File: config.mk
export PLATFORM = sky130hd
export DESIGN_NAME = conv_window_range_engine
export DESIGN_NICKNAME = d
export VERILOG_FILES = /design/src/design/cwr_pkg.sv /design/src/design/cwr_divider.sv /design/src/design/cwr_datapath.sv /design/src/design/cwr_ctrl.sv /design/src/design/conv_window_range_engine.sv
export SDC_FILE = /design/constraint.sdc
export NUM_CORES = 2
export LEC_CHECK = 0
export BUFFER_PORTS_ARGS = -buffer_cell sky130_fd_sc_hd__buf_2
export CAP_MARGIN = 10
export CORE_ASPECT_RATIO = 1.75
export CORE_UTILIZATION = 60
export CTS_BUF_LIST = sky130_fd_sc_hd__clkbuf_8
export CTS_CLUSTER_DIAMETER = 40
export CTS_CLUSTER_SIZE = 12
export DETAILED_ROUTE_END_ITERATION = 8
export PLACE_DENSITY = 0.74
export SYNTH_ARGS = -nofsm -noshare
export SYNTH_HDL_FRONTEND = slang
export SYNTH_HIERARCHICAL = 1
export SYNTH_SLANG_ARGS = --single-unit
File: constraint.sdc
create_clock -name clock -period 10.8 [get_ports clock]
set_input_delay 2.7 -clock clock [delete_from_list [all_inputs] [get_ports clock]]
set_output_delay 2.7 -clock clock [all_outputs]
set_load 0.1 [all_outputs]
File: src/design/cwr_pkg.sv
// Shared constants, codes and interface types of the convolution window range engine.
// Used by every module of the block; depends on nothing else.
`default_nettype none

package cwr_pkg;

   // Default width to which result indices are masked.
   localparam int INDEX_BITS_DEFAULT = 16;

   // Field widths fixed by the interface.
   localparam int ModeBits   = 2;
   localparam int IndexWidth = 16;
   localparam int TapBits    = 8;
   localparam int ReqDataBits = 48;
   localparam int RspDataBits = 32;

   // Register write port.
   localparam int CsrAddrBits = 3;
   localparam int CsrDataBits = 16;

   localparam logic [CsrAddrBits-1:0] CSR_STRIDE      = 3'd0;
   localparam logic [CsrAddrBits-1:0] CSR_KERNEL_SIZE = 3'd1;
   localparam logic [CsrAddrBits-1:0] CSR_PADDING     = 3'd2;
   localparam logic [CsrAddrBits-1:0] CSR_INPUT_SIZE  = 3'd3;
   localparam logic [CsrAddrBits-1:0] CSR_FRACTIONAL  = 3'd4;

   // Query kinds.
   localparam logic [ModeBits-1:0] MODE_INDEX  = 2'd0;
   localparam logic [ModeBits-1:0] MODE_INPUT  = 2'd1;
   localparam logic [ModeBits-1:0] MODE_OUTPUT = 2'd2;

   // Datapath widths: dividend of the serial divider, its step counter,
   // signed tap sums, stride products and mapped indices.
   localparam int DivBits      = 17;
   localparam int DivCountBits = 5;
   localparam int SumBits      = 19;
   localparam int ProdBits     = 24;
   localparam int MapBits      = 26;

   typedef struct packed {
      logic load_req;
      logic div_lo_start;
      logic take_lo;
      logic div_hi_start;
      logic take_hi;
      logic clamp;
      logic scale;
      logic merge;
      logic map0;
      logic next_tap;
      logic publish;
   } cmd_type;

   typedef struct packed {
      logic [ModeBits-1:0] mode;
      logic                frac;
      logic                range_ok;
      logic                l_neg;
      logic                h_neg;
      logic                last_tap;
      logic                div_done;
   } status_type;

endpackage

`default_nettype wire

File: src/design/cwr_divider.sv
// Radix-2 restoring divider, one quotient bit per cycle, for non-negative dividends.
// Uses widths from cwr_pkg; instantiated by cwr_datapath.
`default_nettype none

module cwr_divider (
   input  wire logic                        clock,
   input  wire logic                        reset,
   input  wire logic                        start,
   input  wire logic [cwr_pkg::DivBits-1:0] dividend,
   input  wire logic [7:0]                  divisor,
   output logic                             done,
   output logic [cwr_pkg::DivBits-1:0]      quotient,
   output logic                             rem_nonzero
);

   logic [cwr_pkg::DivCountBits-1:0] count_ff, count_in;
   logic [cwr_pkg::DivBits-1:0]      quo_ff, quo_in;
   logic [7:0]                       rem_ff, rem_in;
   logic [7:0]                       dsr_ff, dsr_in;
   logic [8:0]                       trial;
   logic [8:0]                       diff;
   logic                             fits;

   // The partial remainder stays below the divisor, so eight bits hold it.
   assign trial = {rem_ff, quo_ff[cwr_pkg::DivBits-1]};
   assign diff  = trial - {1'b0, dsr_ff};
   assign fits  = trial >= {1'b0, dsr_ff};

   always_comb begin
      count_in = count_ff;
      quo_in   = quo_ff;
      rem_in   = rem_ff;
      dsr_in   = dsr_ff;
      if (start) begin
         count_in = cwr_pkg::DivCountBits'(cwr_pkg::DivBits);
         quo_in   = dividend;
         rem_in   = '0;
         dsr_in   = divisor;
      end else if (count_ff != '0) begin
         count_in = count_ff - 1'b1;
         quo_in   = {quo_ff[cwr_pkg::DivBits-2:0], fits};
         rem_in   = fits ? diff[7:0] : trial[7:0];
      end
   end

   always_ff @(posedge clock) begin
      if (reset) begin
         count_ff <= '0;
      end else begin
         count_ff <= count_in;
      end
      quo_ff <= quo_in;
      rem_ff <= rem_in;
      dsr_ff <= dsr_in;
   end

   assign done        = (count_ff == '0);
   assign quotient    = quo_ff;
   assign rem_nonzero = (rem_ff != '0);

endmodule

`default_nettype wire

File: src/design/cwr_datapath.sv
// Datapath: configuration registers, per-tap bounds, stride products and result merge.
// Depends on cwr_pkg and cwr_divider; driven by commands from cwr_ctrl.
`default_nettype none

module cwr_datapath #(
   parameter int INDEX_BITS = cwr_pkg::INDEX_BITS_DEFAULT
) (
   input  wire logic                            clock,
   input  wire logic                            reset,
   input  wire logic                            csr_we,
   input  wire logic [cwr_pkg::CsrAddrBits-1:0] csr_addr,
   input  wire logic [cwr_pkg::CsrDataBits-1:0] csr_wdata,
   input  wire logic [cwr_pkg::ModeBits-1:0]    req_mode,
   input  wire logic [cwr_pkg::IndexWidth-1:0]  req_output_begin,
   input  wire logic [cwr_pkg::IndexWidth-1:0]  req_output_end,
   input  wire logic [cwr_pkg::TapBits-1:0]     req_kernel_begin,
   input  wire logic [cwr_pkg::TapBits-1:0]     req_kernel_end,
   input  wire cwr_pkg::cmd_type                cmd,
   output cwr_pkg::status_type                  status,
   output logic                                 rsp_found,
   output logic [cwr_pkg::IndexWidth-1:0]       rsp_range_begin,
   output logic [cwr_pkg::IndexWidth-1:0]       rsp_range_end
);

   localparam int IW = cwr_pkg::IndexWidth;
   localparam int SB = cwr_pkg::SumBits;
   localparam int PB = cwr_pkg::ProdBits;
   localparam int MB = cwr_pkg::MapBits;
   localparam int DB = cwr_pkg::DivBits;
   localparam logic [IW-1:0] IdxMask =
      (INDEX_BITS >= IW) ? {IW{1'b1}} : IW'((64'd1 << INDEX_BITS) - 64'd1);

   // Configuration.
   logic [7:0]    stride_ff, kernel_size_ff, padding_ff;
   logic [IW-1:0] input_size_ff;
   logic          fractional_ff;

   // Query and per-tap working registers.
   logic [cwr_pkg::ModeBits-1:0] mode_ff;
   logic [IW-1:0] ob_ff, oe_ff;
   logic [7:0]    ke_ff, k_ff, k_in;
   logic [DB-1:0] q_lo_ff, q_hi_ff;
   logic          lo_rnz_ff;
   logic [IW-1:0] lo_ff, lo_in, hi_ff;
   logic          empty_ff;
   logic [PB-1:0] prod_lo_ff, prod_hi_ff;
   logic          have_ff, have_in;
   logic [IW-1:0] rb_ff, rb_in, re_ff, re_in;
   logic          found_ff;
   logic [IW-1:0] out_begin_ff, out_end_ff;

   logic [7:0]          s_eff;
   logic signed [SB-1:0] p_w, k_w, ks_w, ob_w, oe_w, n_w;
   logic signed [SB-1:0] c_w, pk_w, l_w, h_w, g_w;
   logic [MB-1:0]       g_ext;
   logic [DB-1:0]       div_dividend, div_quotient;
   logic                div_done, div_rnz;

   logic [DB:0]   lo_raw, lo_c, lo_floor;
   logic [IW-1:0] hi_cap, hi_c;
   logic          empty_c;
   logic          mul_sel;
   logic [MB-1:0] vlo_w, vhi_w, idx_w;
   logic [IW-1:0] vlo, vhi, idx0;
   logic [IW:0]   vhi_p1;
   logic          found0;

   assign s_eff = (stride_ff == 8'd0) ? 8'd1 : stride_ff;

   // Signed tap arithmetic. In the transposed form c is the offset from an
   // output position to the stretched input position that tap k lands on.
   assign p_w  = SB'(padding_ff);
   assign k_w  = SB'(k_ff);
   assign ks_w = SB'(kernel_size_ff);
   assign ob_w = SB'(ob_ff);
   assign oe_w = SB'(oe_ff);
   assign n_w  = SB'(input_size_ff);
   assign c_w  = p_w - ks_w + SB'(1) + k_w;
   assign pk_w = p_w - k_w;
   assign l_w  = fractional_ff ? (ob_w + c_w) : pk_w;
   assign h_w  = fractional_ff ? (oe_w - SB'(1) + c_w) : (n_w - SB'(1) + pk_w);
   assign g_w  = fractional_ff ? c_w : pk_w;
   assign g_ext = {{(MB-SB){g_w[SB-1]}}, g_w};

   // A non-positive lower numerator has a ceiling quotient of at most zero,
   // which the clamp below discards anyway, so it is divided as zero.
   always_comb begin
      div_dividend = h_w[DB-1:0];
      if (cmd.div_lo_start) begin
         div_dividend = (!l_w[SB-1] && (l_w != '0)) ? l_w[DB-1:0] : '0;
      end
   end

   cwr_divider u_divider (
      .clock       (clock),
      .reset       (reset),
      .start       (cmd.div_lo_start | cmd.div_hi_start),
      .dividend    (div_dividend),
      .divisor     (s_eff),
      .done        (div_done),
      .quotient    (div_quotient),
      .rem_nonzero (div_rnz)
   );

   // Clamp the per-tap quotients to the requested window or the input extent.
   assign lo_raw   = {1'b0, q_lo_ff} + (DB+1)'(lo_rnz_ff);
   assign lo_floor = fractional_ff ? '0 : (DB+1)'(ob_ff);
   assign lo_c     = (lo_raw > lo_floor) ? lo_raw : lo_floor;
   assign hi_cap   = fractional_ff ? (input_size_ff - 1'b1) : (oe_ff - 1'b1);
   assign hi_c     = (q_hi_ff > DB'(hi_cap)) ? hi_cap : q_hi_ff[IW-1:0];
   assign empty_c  = lo_c > (DB+1)'(hi_c);

   // Input-range queries in normal form and output-range queries in the
   // transposed form need the quotient scaled back by the stride.
   assign mul_sel = fractional_ff ? (mode_ff == cwr_pkg::MODE_OUTPUT)
                                  : (mode_ff == cwr_pkg::MODE_INPUT);
   assign vlo_w  = MB'(prod_lo_ff) - g_ext;
   assign vhi_w  = MB'(prod_hi_ff) - g_ext;
   assign vlo    = mul_sel ? vlo_w[IW-1:0] : lo_ff;
   assign vhi    = mul_sel ? vhi_w[IW-1:0] : hi_ff;
   assign vhi_p1 = (IW+1)'(vhi) + 1'b1;

   // Single index lookup.
   assign idx_w  = vlo_w;
   assign found0 = fractional_ff ? (!lo_rnz_ff && (q_lo_ff < DB'(input_size_ff)))
                                 : (!idx_w[MB-1] && (idx_w < MB'(input_size_ff)));
   assign idx0   = fractional_ff ? q_lo_ff[IW-1:0] : idx_w[IW-1:0];

   always_comb begin
      k_in    = k_ff;
      lo_in   = lo_ff;
      have_in = have_ff;
      rb_in   = rb_ff;
      re_in   = re_ff;
      if (cmd.load_req) begin
         k_in    = req_kernel_begin;
         lo_in   = req_output_begin;
         have_in = 1'b0;
         rb_in   = '0;
         re_in   = '0;
      end
      if (cmd.next_tap) begin
         k_in = k_ff + 1'b1;
      end
      if (cmd.clamp) begin
         lo_in = lo_c[IW-1:0];
      end
      if (cmd.map0 && found0) begin
         have_in = 1'b1;
         rb_in   = idx0;
         re_in   = idx0 + 1'b1;
      end
      if (cmd.merge && !empty_ff) begin
         have_in = 1'b1;
         if (mode_ff == cwr_pkg::MODE_INPUT) begin
            if (!have_ff) begin
               rb_in = vlo;
            end
            re_in = vhi_p1[IW-1:0];
         end else begin
            if (!have_ff || (vlo < rb_ff)) begin
               rb_in = vlo;
            end
            if (!have_ff || (vhi_p1 > (IW+1)'(re_ff))) begin
               re_in = vhi_p1[IW-1:0];
            end
         end
      end
   end

   always_ff @(posedge clock) begin
      if (reset) begin
         stride_ff      <= 8'd1;
         kernel_size_ff <= 8'd1;
         padding_ff     <= 8'd0;
         input_size_ff  <= '0;
         fractional_ff  <= 1'b0;
      end else if (csr_we) begin
         unique case (csr_addr)
            cwr_pkg::CSR_STRIDE:      stride_ff      <= csr_wdata[7:0];
            cwr_pkg::CSR_KERNEL_SIZE: kernel_size_ff <= csr_wdata[7:0];
            cwr_pkg::CSR_PADDING:     padding_ff     <= csr_wdata[7:0];
            cwr_pkg::CSR_INPUT_SIZE:  input_size_ff  <= csr_wdata[IW-1:0];
            cwr_pkg::CSR_FRACTIONAL:  fractional_ff  <= csr_wdata[0];
            default: ;
         endcase
      end
   end

   always_ff @(posedge clock) begin
      if (cmd.load_req) begin
         mode_ff <= req_mode;
         ob_ff   <= req_output_begin;
         oe_ff   <= req_output_end;
         ke_ff   <= req_kernel_end;
      end
      if (cmd.take_lo) begin
         q_lo_ff   <= div_quotient;
         lo_rnz_ff <= div_rnz;
      end
      if (cmd.take_hi) begin
         q_hi_ff <= div_quotient;
      end
      if (cmd.clamp) begin
         hi_ff    <= hi_c;
         empty_ff <= empty_c;
      end
      if (cmd.scale) begin
         prod_lo_ff <= PB'(lo_ff) * PB'(s_eff);
         prod_hi_ff <= PB'(hi_ff) * PB'(s_eff);
      end
      if (cmd.publish) begin
         found_ff     <= have_ff;
         out_begin_ff <= rb_ff & IdxMask;
         out_end_ff   <= re_ff & IdxMask;
      end
      k_ff    <= k_in;
      lo_ff   <= lo_in;
      have_ff <= have_in;
      rb_ff   <= rb_in;
      re_ff   <= re_in;
   end

   assign status.mode     = mode_ff;
   assign status.frac     = fractional_ff;
   assign status.range_ok = (ob_ff < oe_ff) && (k_ff < ke_ff) && (input_size_ff != '0);
   assign status.l_neg    = l_w[SB-1];
   assign status.h_neg    = h_w[SB-1];
   assign status.last_tap = ((9'(k_ff) + 9'd1) == 9'(ke_ff));
   assign status.div_done = div_done;

   assign rsp_found       = found_ff;
   assign rsp_range_begin = out_begin_ff;
   assign rsp_range_end   = out_end_ff;

endmodule

`default_nettype wire

File: src/design/cwr_ctrl.sv
// Controller: sequences a query over kernel taps and the shared divider, owns the handshakes.
// Depends on cwr_pkg; issues commands to cwr_datapath and reads its status.
`default_nettype none

module cwr_ctrl (
   input  wire logic                clock,
   input  wire logic                reset,
   input  wire logic                req_tvalid,
   input  wire logic                rsp_tready,
   input  wire cwr_pkg::status_type status,
   output cwr_pkg::cmd_type         cmd,
   output logic                     req_tready,
   output logic                     rsp_tvalid
);

   typedef enum logic [10:0] {
      ST_IDLE    = 11'b000_0000_0001,
      ST_CHECK   = 11'b000_0000_0010,
      ST_LO_GO   = 11'b000_0000_0100,
      ST_LO_WAIT = 11'b000_0000_1000,
      ST_HI_GO   = 11'b000_0001_0000,
      ST_HI_WAIT = 11'b000_0010_0000,
      ST_CLAMP   = 11'b000_0100_0000,
      ST_SCALE   = 11'b000_1000_0000,
      ST_MERGE   = 11'b001_0000_0000,
      ST_MAP0    = 11'b010_0000_0000,
      ST_FINISH  = 11'b100_0000_0000
   } state_type;

   state_type state_ff, state_in;
   logic      rsp_valid_ff, rsp_valid_in;
   logic      slot_free;

   assign slot_free = !rsp_valid_ff || rsp_tready;

   always_comb begin
      state_in = state_ff;
      cmd      = '0;
      unique case (state_ff)
         ST_IDLE: begin
            if (req_tvalid) begin
               cmd.load_req = 1'b1;
               state_in     = ST_CHECK;
            end
         end
         ST_CHECK: begin
            case (status.mode) inside
               cwr_pkg::MODE_INDEX: begin
                  if (!status.frac) begin
                     cmd.scale = 1'b1;
                     state_in  = ST_SCALE;
                  end else if (status.l_neg) begin
                     state_in = ST_FINISH;
                  end else begin
                     state_in = ST_LO_GO;
                  end
               end
               cwr_pkg::MODE_INPUT, cwr_pkg::MODE_OUTPUT: begin
                  state_in = status.range_ok ? ST_LO_GO : ST_FINISH;
               end
               default: state_in = ST_FINISH;
            endcase
         end
         ST_LO_GO: begin
            cmd.div_lo_start = 1'b1;
            state_in         = ST_LO_WAIT;
         end
         ST_LO_WAIT: begin
            if (status.div_done) begin
               cmd.take_lo = 1'b1;
               state_in    = (status.mode == cwr_pkg::MODE_INDEX) ? ST_MAP0 : ST_HI_GO;
            end
         end
         ST_HI_GO: begin
            // A negative upper numerator leaves this tap without any output.
            if (!status.h_neg) begin
               cmd.div_hi_start = 1'b1;
               state_in         = ST_HI_WAIT;
            end else if (status.last_tap) begin
               state_in = ST_FINISH;
            end else begin
               cmd.next_tap = 1'b1;
               state_in     = ST_LO_GO;
            end
         end
         ST_HI_WAIT: begin
            if (status.div_done) begin
               cmd.take_hi = 1'b1;
               state_in    = ST_CLAMP;
            end
         end
         ST_CLAMP: begin
            cmd.clamp = 1'b1;
            state_in  = ST_SCALE;
         end
         ST_SCALE: begin
            cmd.scale = 1'b1;
            state_in  = (status.mode == cwr_pkg::MODE_INDEX) ? ST_MAP0 : ST_MERGE;
         end
         ST_MERGE: begin
            cmd.merge = 1'b1;
            if (status.last_tap) begin
               state_in = ST_FINISH;
            end else begin
               cmd.next_tap = 1'b1;
               state_in     = ST_LO_GO;
            end
         end
         ST_MAP0: begin
            cmd.map0 = 1'b1;
            state_in = ST_FINISH;
         end
         ST_FINISH: begin
            if (slot_free) begin
               cmd.publish = 1'b1;
               state_in    = ST_IDLE;
            end
         end
         default: state_in = ST_IDLE;
      endcase
   end

   always_comb begin
      rsp_valid_in = rsp_valid_ff;
      if (cmd.publish) begin
         rsp_valid_in = 1'b1;
      end else if (rsp_tready) begin
         rsp_valid_in = 1'b0;
      end
   end

   always_ff @(posedge clock) begin
      if (reset) begin
         state_ff     <= ST_IDLE;
         rsp_valid_ff <= 1'b0;
      end else begin
         state_ff     <= state_in;
         rsp_valid_ff <= rsp_valid_in;
      end
   end

   assign req_tready = (state_ff == ST_IDLE);
   assign rsp_tvalid = rsp_valid_ff;

endmodule

`default_nettype wire

File: src/design/conv_window_range_engine.sv
// Top level of the convolution window range engine: channel packing and module wiring.
// Depends on cwr_pkg, cwr_ctrl and cwr_datapath (which holds cwr_divider).
//
//   channel | direction | payload
//   --------+-----------+----------------------------------------------------------
//   req_    | in        | tdata: output_begin, output_end, kernel_begin, kernel_end;
//           |           | tuser: mode
//   rsp_    | out       | tdata: range_begin, range_end; tuser: found
//   csr_    | in        | write enable, register index, write data
//
// A single index query makes at most one divider pass in transposed form and none in normal form.
// Range queries work through each kernel tap in the range in turn: each tap makes up to
// two passes of 17 steps through the one radix-2 divider. One query is in flight at a time.
// Reset is synchronous and clears the registers to stride 1, one tap, no padding.
// A finished result waits in the output register; the next query is taken meanwhile.
`default_nettype none

module conv_window_range_engine #(
   parameter int INDEX_BITS = cwr_pkg::INDEX_BITS_DEFAULT
) (
   input  wire logic                             clock,
   input  wire logic                             reset,
   input  wire logic                             csr_we,
   input  wire logic [cwr_pkg::CsrAddrBits-1:0]  csr_addr,
   input  wire logic [cwr_pkg::CsrDataBits-1:0]  csr_wdata,
   input  wire logic                             req_tvalid,
   output logic                                  req_tready,
   // [15:0] output_begin, [31:16] output_end,
   // [39:32] kernel_begin, [47:40] kernel_end
   input  wire logic [cwr_pkg::ReqDataBits-1:0]  req_tdata,
   // [1:0] mode
   input  wire logic [cwr_pkg::ModeBits-1:0]     req_tuser,
   output logic                                  rsp_tvalid,
   input  wire logic                             rsp_tready,
   // [15:0] range_begin, [31:16] range_end
   output logic [cwr_pkg::RspDataBits-1:0]       rsp_tdata,
   // [0] found
   output logic                                  rsp_tuser
);

   cwr_pkg::cmd_type    cmd;
   cwr_pkg::status_type status;
   logic [cwr_pkg::IndexWidth-1:0] range_begin, range_end;

   cwr_ctrl u_ctrl (
      .clock      (clock),
      .reset      (reset),
      .req_tvalid (req_tvalid),
      .rsp_tready (rsp_tready),
      .status     (status),
      .cmd        (cmd),
      .req_tready (req_tready),
      .rsp_tvalid (rsp_tvalid)
   );

   cwr_datapath #(
      .INDEX_BITS (INDEX_BITS)
   ) u_datapath (
      .clock            (clock),
      .reset            (reset),
      .csr_we           (csr_we),
      .csr_addr         (csr_addr),
      .csr_wdata        (csr_wdata),
      .req_mode         (req_tuser),
      .req_output_begin (req_tdata[15:0]),
      .req_output_end   (req_tdata[31:16]),
      .req_kernel_begin (req_tdata[39:32]),
      .req_kernel_end   (req_tdata[47:40]),
      .cmd              (cmd),
      .status           (status),
      .rsp_found        (rsp_tuser),
      .rsp_range_begin  (range_begin),
      .rsp_range_end    (range_end)
   );

   assign rsp_tdata = {range_end, range_begin};

endmodule

`default_nettype wire

Word-level counts from Yosys, hierarchy flattened
Cells that the tools add are included.

word-level totals
  flip-flop bits (word level) = 315
  logic and storage cells = 193

cells by class
  add/sub/neg operators = 20
  $mul = 2
  $lt $le $gt $ge = 10
  equal/unequal tests = 22
  muxes and demuxes = 70
  bitwise logic cells = 1
  reductions and logical operators = 37

operators by type and width
  kind                                                count
  2-to-1 mux 16 bit                                   19
  2-to-1 mux 11 bit                                   11
  one-hot mux 11 bit (11 select lines)                1
  2-to-1 mux 17 bit                                   4
  2-to-1 mux 19 bit                                   3
  adder 19 bit                                        2
  > comparator 17 x 16 -> 1 bit                       2
  subtractor 16 x 1 -> 17 bit, second input constant  2
  less-than comparator 16 bit                         2
  2-to-1 mux 8 bit                                    4
  subtractor 16 x 1 -> 16 bit, second input constant  2
  less-than comparator 26 x 16 -> 1 bit               1
  subtractor 25 x 19 -> 26 bit                        1
  multiplier 16 x 8 -> 24 bit                         1
  2-to-1 mux 1 bit                                    21
  2-to-1 mux 10 bit                                   2
  adder 17 x 19 -> 19 bit                             1
  adder 19 x 2 -> 19 bit, second input constant       1
  adder 19 x 9 -> 19 bit                              1
  nonzero test 19 bit                                 1
  adder 17 x 1 -> 18 bit                              1
  > comparator 18 x 16 -> 1 bit                       1
  > comparator 18 bit                                 1
  2-to-1 mux 18 bit                                   1
  other kinds (48)                                    76

Logic depth before layout (Yosys ltp)
  depth after elaboration = 13
  gate-level depth with buffers = 38
  depth with buffers taken out = 36

Cells and area by module
The synthesis kept the hierarchy.

by module, submodules not included
  module        times used  cells each  area an instance (um^2)  seq. area each (um^2)
  cwr_datapath  1           3102        28001.9                  7216.9
  cwr_divider   1           190         2044.5                   1011.0
  cwr_ctrl      1           109         877.1                    240.2

Worst setup path after synthesis
OpenSTA, ideal clock, no wires.

  path type = flip-flop to flip-flop
  from = register u_datapath.fractional_ff
  to = register u_datapath.rb_ff[10]
  setup time = 121 ps
  arrival time = 7940 ps
  data required time = 10679 ps
  slack = 2739 ps
  cell stages (with the launch flop) = 35
  path buffers = 9
  clock period less this slack = 8061 ps
  cells stage by stage = dfxtp_1 clkbuf_1 clkbuf_1 buf_1 clkbuf_1 clkbuf_1 clkbuf_1 clkbuf_1 clkbuf_1 mux2i_1 ha_1 inv_1 fa_1 a211oi_1 o21ai_0 a21o_1 a21oi_1 maj3_1 a21oi_2 maj3_2 o21ai_2 xor2_1 xnor2_1 ha_1 a21o_1 a21oi_1 a21boi_0 o21ai_0 a31oi_1 nor4_1 nor4b_4 a31oi_4 buf_6 mux2_4 mux2_2

between the ends
  word-level cells in the longest chain between the ends = 10
  elaborated cells between the ends (all ways) = 17
  those cells by class = add/sub (1); order compare (2); mux (10); reduce/logical (4)

RTL lines
  what                                                                        RTL line                                  source
  start: declaration                                                          cwr_datapath.sv:36                        logic fractional_ff;
  start signal: assignment                                                    cwr_datapath.sv:184                       cwr_pkg::CSR_FRACTIONAL: fractional_ff <= csr_wdata[0];
  2-to-1 mux 19 bit                                                           cwr_datapath.sv:82                        assign g_w = fractional_ff ? c_w : pk_w;
  subtractor 25 x 19 -> 26 bit                                                cwr_datapath.sv:117                       assign vlo_w = MB'(prod_lo_ff) - g_ext;
  less-than comparator 26 x 16 -> 1 bit or logical NOT 1 bit (tied branches)  cwr_datapath.sv:126                       : (!idx_w[MB-1] && (idx_w < MB'(input_size_ff)));
  logical AND 1 bit                                                           cwr_datapath.sv:126
  2-to-1 mux 1 bit                                                            cwr_datapath.sv:125                       assign found0 = fractional_ff ? (!lo_rnz_ff && (q_lo_ff < DB'(input_size_ff)))
  logical AND 1 bit                                                           cwr_datapath.sv:148                       if (cmd.map0 && found0) begin
  2-to-1 mux 16 bit                                                           cwr_datapath.sv:148
  2-to-1 mux 16 bit (on tied branches)                                        cwr_datapath.sv:161, cwr_datapath.sv:156
  2-to-1 mux 16 bit                                                           cwr_datapath.sv:155                       if (mode_ff == cwr_pkg::MODE_INPUT) begin
  2-to-1 mux 16 bit *                                                         cwr_datapath.sv:153                       if (cmd.merge && !empty_ff) begin
  via u_datapath.rb_in[10]                                                    cwr_datapath.sv:48                        logic [IW-1:0] rb_ff, rb_in, re_ff, re_in;
  end signal: assignment                                                      cwr_datapath.sv:220                       rb_ff <= rb_in;
  end: declaration                                                            cwr_datapath.sv:48

The timed path passes the listed nets; every way through them passes the cells marked *.
A chain may end at the register's enable or synchronous reset.

Worst setup path in the final report
  from = register u_datapath.kernel_size_ff[1]
  to = register u_datapath.rb_ff[5]

between the ends
  word-level cells in the longest chain between the ends = 13
  elaborated cells between the ends (all ways) = 19
  those cells by class = add/sub (4); order compare (2); mux (9); reduce/logical (4)

RTL lines
  what                                                                        RTL line                                  source
  start: declaration                                                          cwr_datapath.sv:34                        logic [7:0] stride_ff, kernel_size_ff, padding_ff;
  start signal: assignment                                                    cwr_datapath.sv:181                       cwr_pkg::CSR_KERNEL_SIZE: kernel_size_ff <= csr_wdata[7:0];
  subtractor 8 x 8 -> 9 bit *                                                 cwr_datapath.sv:78                        assign c_w = p_w - ks_w + SB'(1) + k_w;
  adder 19 x 2 -> 19 bit *                                                    cwr_datapath.sv:78
  adder 19 x 9 -> 19 bit *                                                    cwr_datapath.sv:78
  2-to-1 mux 19 bit *                                                         cwr_datapath.sv:82
  subtractor 25 x 19 -> 26 bit *                                              cwr_datapath.sv:117
  less-than comparator 26 x 16 -> 1 bit or logical NOT 1 bit (tied branches)  cwr_datapath.sv:126
  logical AND 1 bit                                                           cwr_datapath.sv:126
  2-to-1 mux 1 bit                                                            cwr_datapath.sv:125
  logical AND 1 bit                                                           cwr_datapath.sv:148
  2-to-1 mux 16 bit                                                           cwr_datapath.sv:148
  2-to-1 mux 16 bit (on tied branches)                                        cwr_datapath.sv:161, cwr_datapath.sv:156
  2-to-1 mux 16 bit                                                           cwr_datapath.sv:155
  2-to-1 mux 16 bit *                                                         cwr_datapath.sv:153
  via u_datapath.rb_in[5]                                                     cwr_datapath.sv:48

Marks and branches as above.

==> metrics.cfg <==
[run_status]
run_status=finished clean

[setup_path]
worst_setup_path_start_kind=flip-flop
worstSetupPathType=flip-flop to flip-flop
slowest_stage=maj3_2
worst_path_largest_cell_delay_ps=450
cp_data_arrival_time_ps=8660
reg2reg_setup_slack_ps=2640
critical_path_peak_fanout=33
reg2reg_depth=36
reg2reg_to=u_datapath/rb_ff[5]
critical_path_required_ps=11300
endpoint_kind=flip-flop
crit-reg2reg-launch=u_datapath/kernel_size_ff[1]

[synthesis]
synth-async-reset-ratio=0
synth_cell_types=101
synth_seq_area_share=0.2738
synth_compound_area_frac=0.1327
yosys.area_share.xor_xnor=0.06797
synth_simple_gate_area_share=0.1775
synth_enable_flop_cells=216
synthesis.nets=3935
synth_adder_area_share=0.2252
postSynthCellCount=3401
synth_mux_area_frac=0.06122
top_flip_flop_cell_by_instance_count_after_synthesis=edfxtp_1
netlist_area_sq_um=30920
yosys_register_bits=315
ys.warnings.count=6
synth_top_family_by_area=adder cells
syn_area_per_cell_sq_um=9.092

[timing]
fmaxAchievable_mhz=122.6
final_period_minus_worst_setup_slack_ps=8158
timing.max_slew.rel_slack=0.2288
final.setup.tns_ps=0
tightestPinTransition_ps=1145
slew_violations=0
hold_violations=0
grt_setup_unrepaired=false
timing.clock.skew_ps=35.95
setup_viol=0
fin_crit_sh=0.7553

[job]
max_cap_violations=0

[clock_tree]
cts.sinks=315
cts_inserted_buffers=42
htree_levels=2
post_cts_hold_buffer_count=0
cts-root-buf=clkbuf_8
cts.clk_slew.worst_paths_ps=80
tritoncts_clock_tree=done
clock_path_buffers=3
cts_repair_resize_count=0
post-cts-setup-buffers=0
worstSkewPairLatency_ps=640

[global_routing]
antenna_violations_before_repair=3
via_count_of_the_first_global_routing_pass=27245
grt_first_pass_wirelength_mm=154.3
grt_max_degree=67
track_usage=0.3943
grt-ovfl-total=0

[worst_hold_path]
holdCritStartpoint=u_datapath/rb_ff[9]
min-delay-path-class=flip-flop to flip-flop
holdPathStages=0
min_delay_worst_endpoint=u_datapath/rsp_range_begin[9]

[floorplan]
ioPinCount=109
design.core.area_sq_um=50730
num_rows=109
initial_core_util=0.6095
design.die.area_sq_um=52490
die_x_microns=173.6
die_h_microns=302.3

[final_layout]
num-nets-final=3972
seqCellArea_sq_um=8473
multi_input_gate_area_sq_um=20590
layout-drive-gt1-share=0.1052
n_fill_cell=4262
area_overhead_vs_synth_pct=6.356

[placement]
number_of_input_and_output_port_buffers_inserted=108
place_hpwl_mm=82.74
place_congestion=1.002

[power_and_ir_drop]
ir_worst_vdd_mv=0.1953
cellLeakagePower_nw=14.08
p_per_area_nw_per_um2=130.3
finalPower_mw=4.286

[route]
detailroute.via_count=26164
post_drt_wl_per_cell_microns=25.07
viasPerCell=6.321
drc=0
routed_wl_mm=103.8
drt_first_pass_iters=5
dr.first_iter.drc_count=1916
antenna_left=0

[sequential cells by signal, indices dropped and copies added (netlist names), 17 cells and up]
register / count
u_datapath/q_hi_ff: 17
u_datapath/q_lo_ff: 17
u_datapath/u_divider/quotient: 17
u_datapath/prod_lo_ff: 24
[cell families (layout without fill, tap and decap cells)]
| family | Yosys count | after routing |
|---|---|---|
| AND/OR/NAND/NOR | 1092 | 1092 |
| other | 0 | 2 |
| adder cells (fa/ha/maj) | 466 | 466 |
| multiplexers | 174 | 174 |
| XOR/XNOR | 237 | 237 |
| AO/OA/AOI/OAI | 627 | 627 |
| flip-flops | 315 | 315 |
| buffers and inverters | 490 | 560 |
[final cells by class]
class,count,area share
inverters,341,0.03892
diodes,2,0.0001522
well taps,666,0.02534
flip-flops and latches,315,0.2576
repair buffers,142,0.02420
clock buffers,44,0.01841
multi-input cells,2596,0.6260
clock inverters,33,0.009359
[where the power goes]
part / switching (mW) / leakage [nW] / total [mW] / internal (mW)
clock network: 0.521 / 0.502 / 1.02 / 0.495
registers: 0.120 / 2.78 / 1.55 / 1.43
logic: 1.06 / 10.8 / 1.72 / 0.665
total: 1.70 / 14.1 / 4.29 / 2.59
[metrics by stage]
| step | cell area [sq um] | worst slack [ps] | hold slack [ps] | utilization | std cells |
|---|---|---|---|---|---|
| detailed placement | 31970 | 2734 | 415.5 | 0.6302 | 4060 |
| finish | 32890 | 2642 | 429.7 | 0.6483 | 4139 |
| floorplan | 30920 | 2739 | 408.2 | - | 3401 |
| CTS | 32880 | 2682 | 430.9 | 0.6482 | 4137 |
| global placement | 31970 | 2868 | 425.2 | 0.6302 | 4060 |
| global route | 32890 | 2140 | 436.2 | 0.6483 | 4139 |
[synthesized netlist by cell type, types with 74 or more instances]
cell | number | area (sq um)
inv_1 | 340 | 1276
nand2_1 | 338 | 1269
ha_1 | 307 | 3841
edfxtp_1 | 216 | 6486
nor2_1 | 200 | 750.7
a21oi_1 | 197 | 986.0
xnor2_1 | 160 | 1401
fa_1 | 153 | 3063
and2_1 | 140 | 875.8
o21ai_0 | 119 | 595.6
clkbuf_1 | 112 | 420.4
dfxtp_1 | 99 | 1982
mux2_2 | 93 | 1047
xor2_1 | 75 | 656.9
mux2i_1 | 74 | 740.7
[cell usage in the layout, fill, tap and decap left out, drive strengths merged, types with 25 or more instances in the layout]
master,count
mux2i,74
a21o,63
o21ai,127
a21oi,199
nor2,200
nand2b,43
xnor2,162
mux2,100
dfxtp,99
nand4,28
edfxtp,216
buf,142
inv,361
ha,307
nor4,40
nor3,72
nand3,59
fa,153
nor2b,53
nand2,338
a31oi,25
clkbuf,44
and2,141
o21a,38
xor2,75
[critical path: cells and delay by family, from the launching register on]
family | cells | cell delay (ps)
XOR/XNOR | 4 | 860
AO/OA/AOI/OAI | 15 | 2590
buffers and inverters | 2 | 380
adder cells (fa/ha/maj) | 6 | 1980
AND/OR/NAND/NOR | 6 | 1010
multiplexers | 3 | 840
flip-flops | 1 | 380
[metal layers]
layer | global-route usage | routed length (microns)
met1 | 0.3647 | 33130
met5 | 0 | 0
met3 | 0.04902 | 5447
met4 | 0.4338 | 13160
met2 | 0.7152 | 52030
[worst max-delay path by stage]
stage                                       startpoint                    to  slack [ps]  depth (start not counted)
final                     u_datapath/kernel_size_ff[1]   u_datapath/rb_ff[5]        2640                         36
after global routing      u_datapath/kernel_size_ff[1]   u_datapath/rb_ff[9]        2140                         37
after CTS                 u_datapath/kernel_size_ff[1]   u_datapath/rb_ff[9]        2680                         36
after detailed placement      u_datapath/padding_ff[1]   u_datapath/rb_ff[9]        2730                         35
after global placement    u_datapath/kernel_size_ff[1]   u_datapath/rb_ff[9]        2870                         36
after floorplan               u_datapath/fractional_ff  u_datapath/rb_ff[10]        2740                         34
Note: power is estimated with default switching activity, not from simulation.
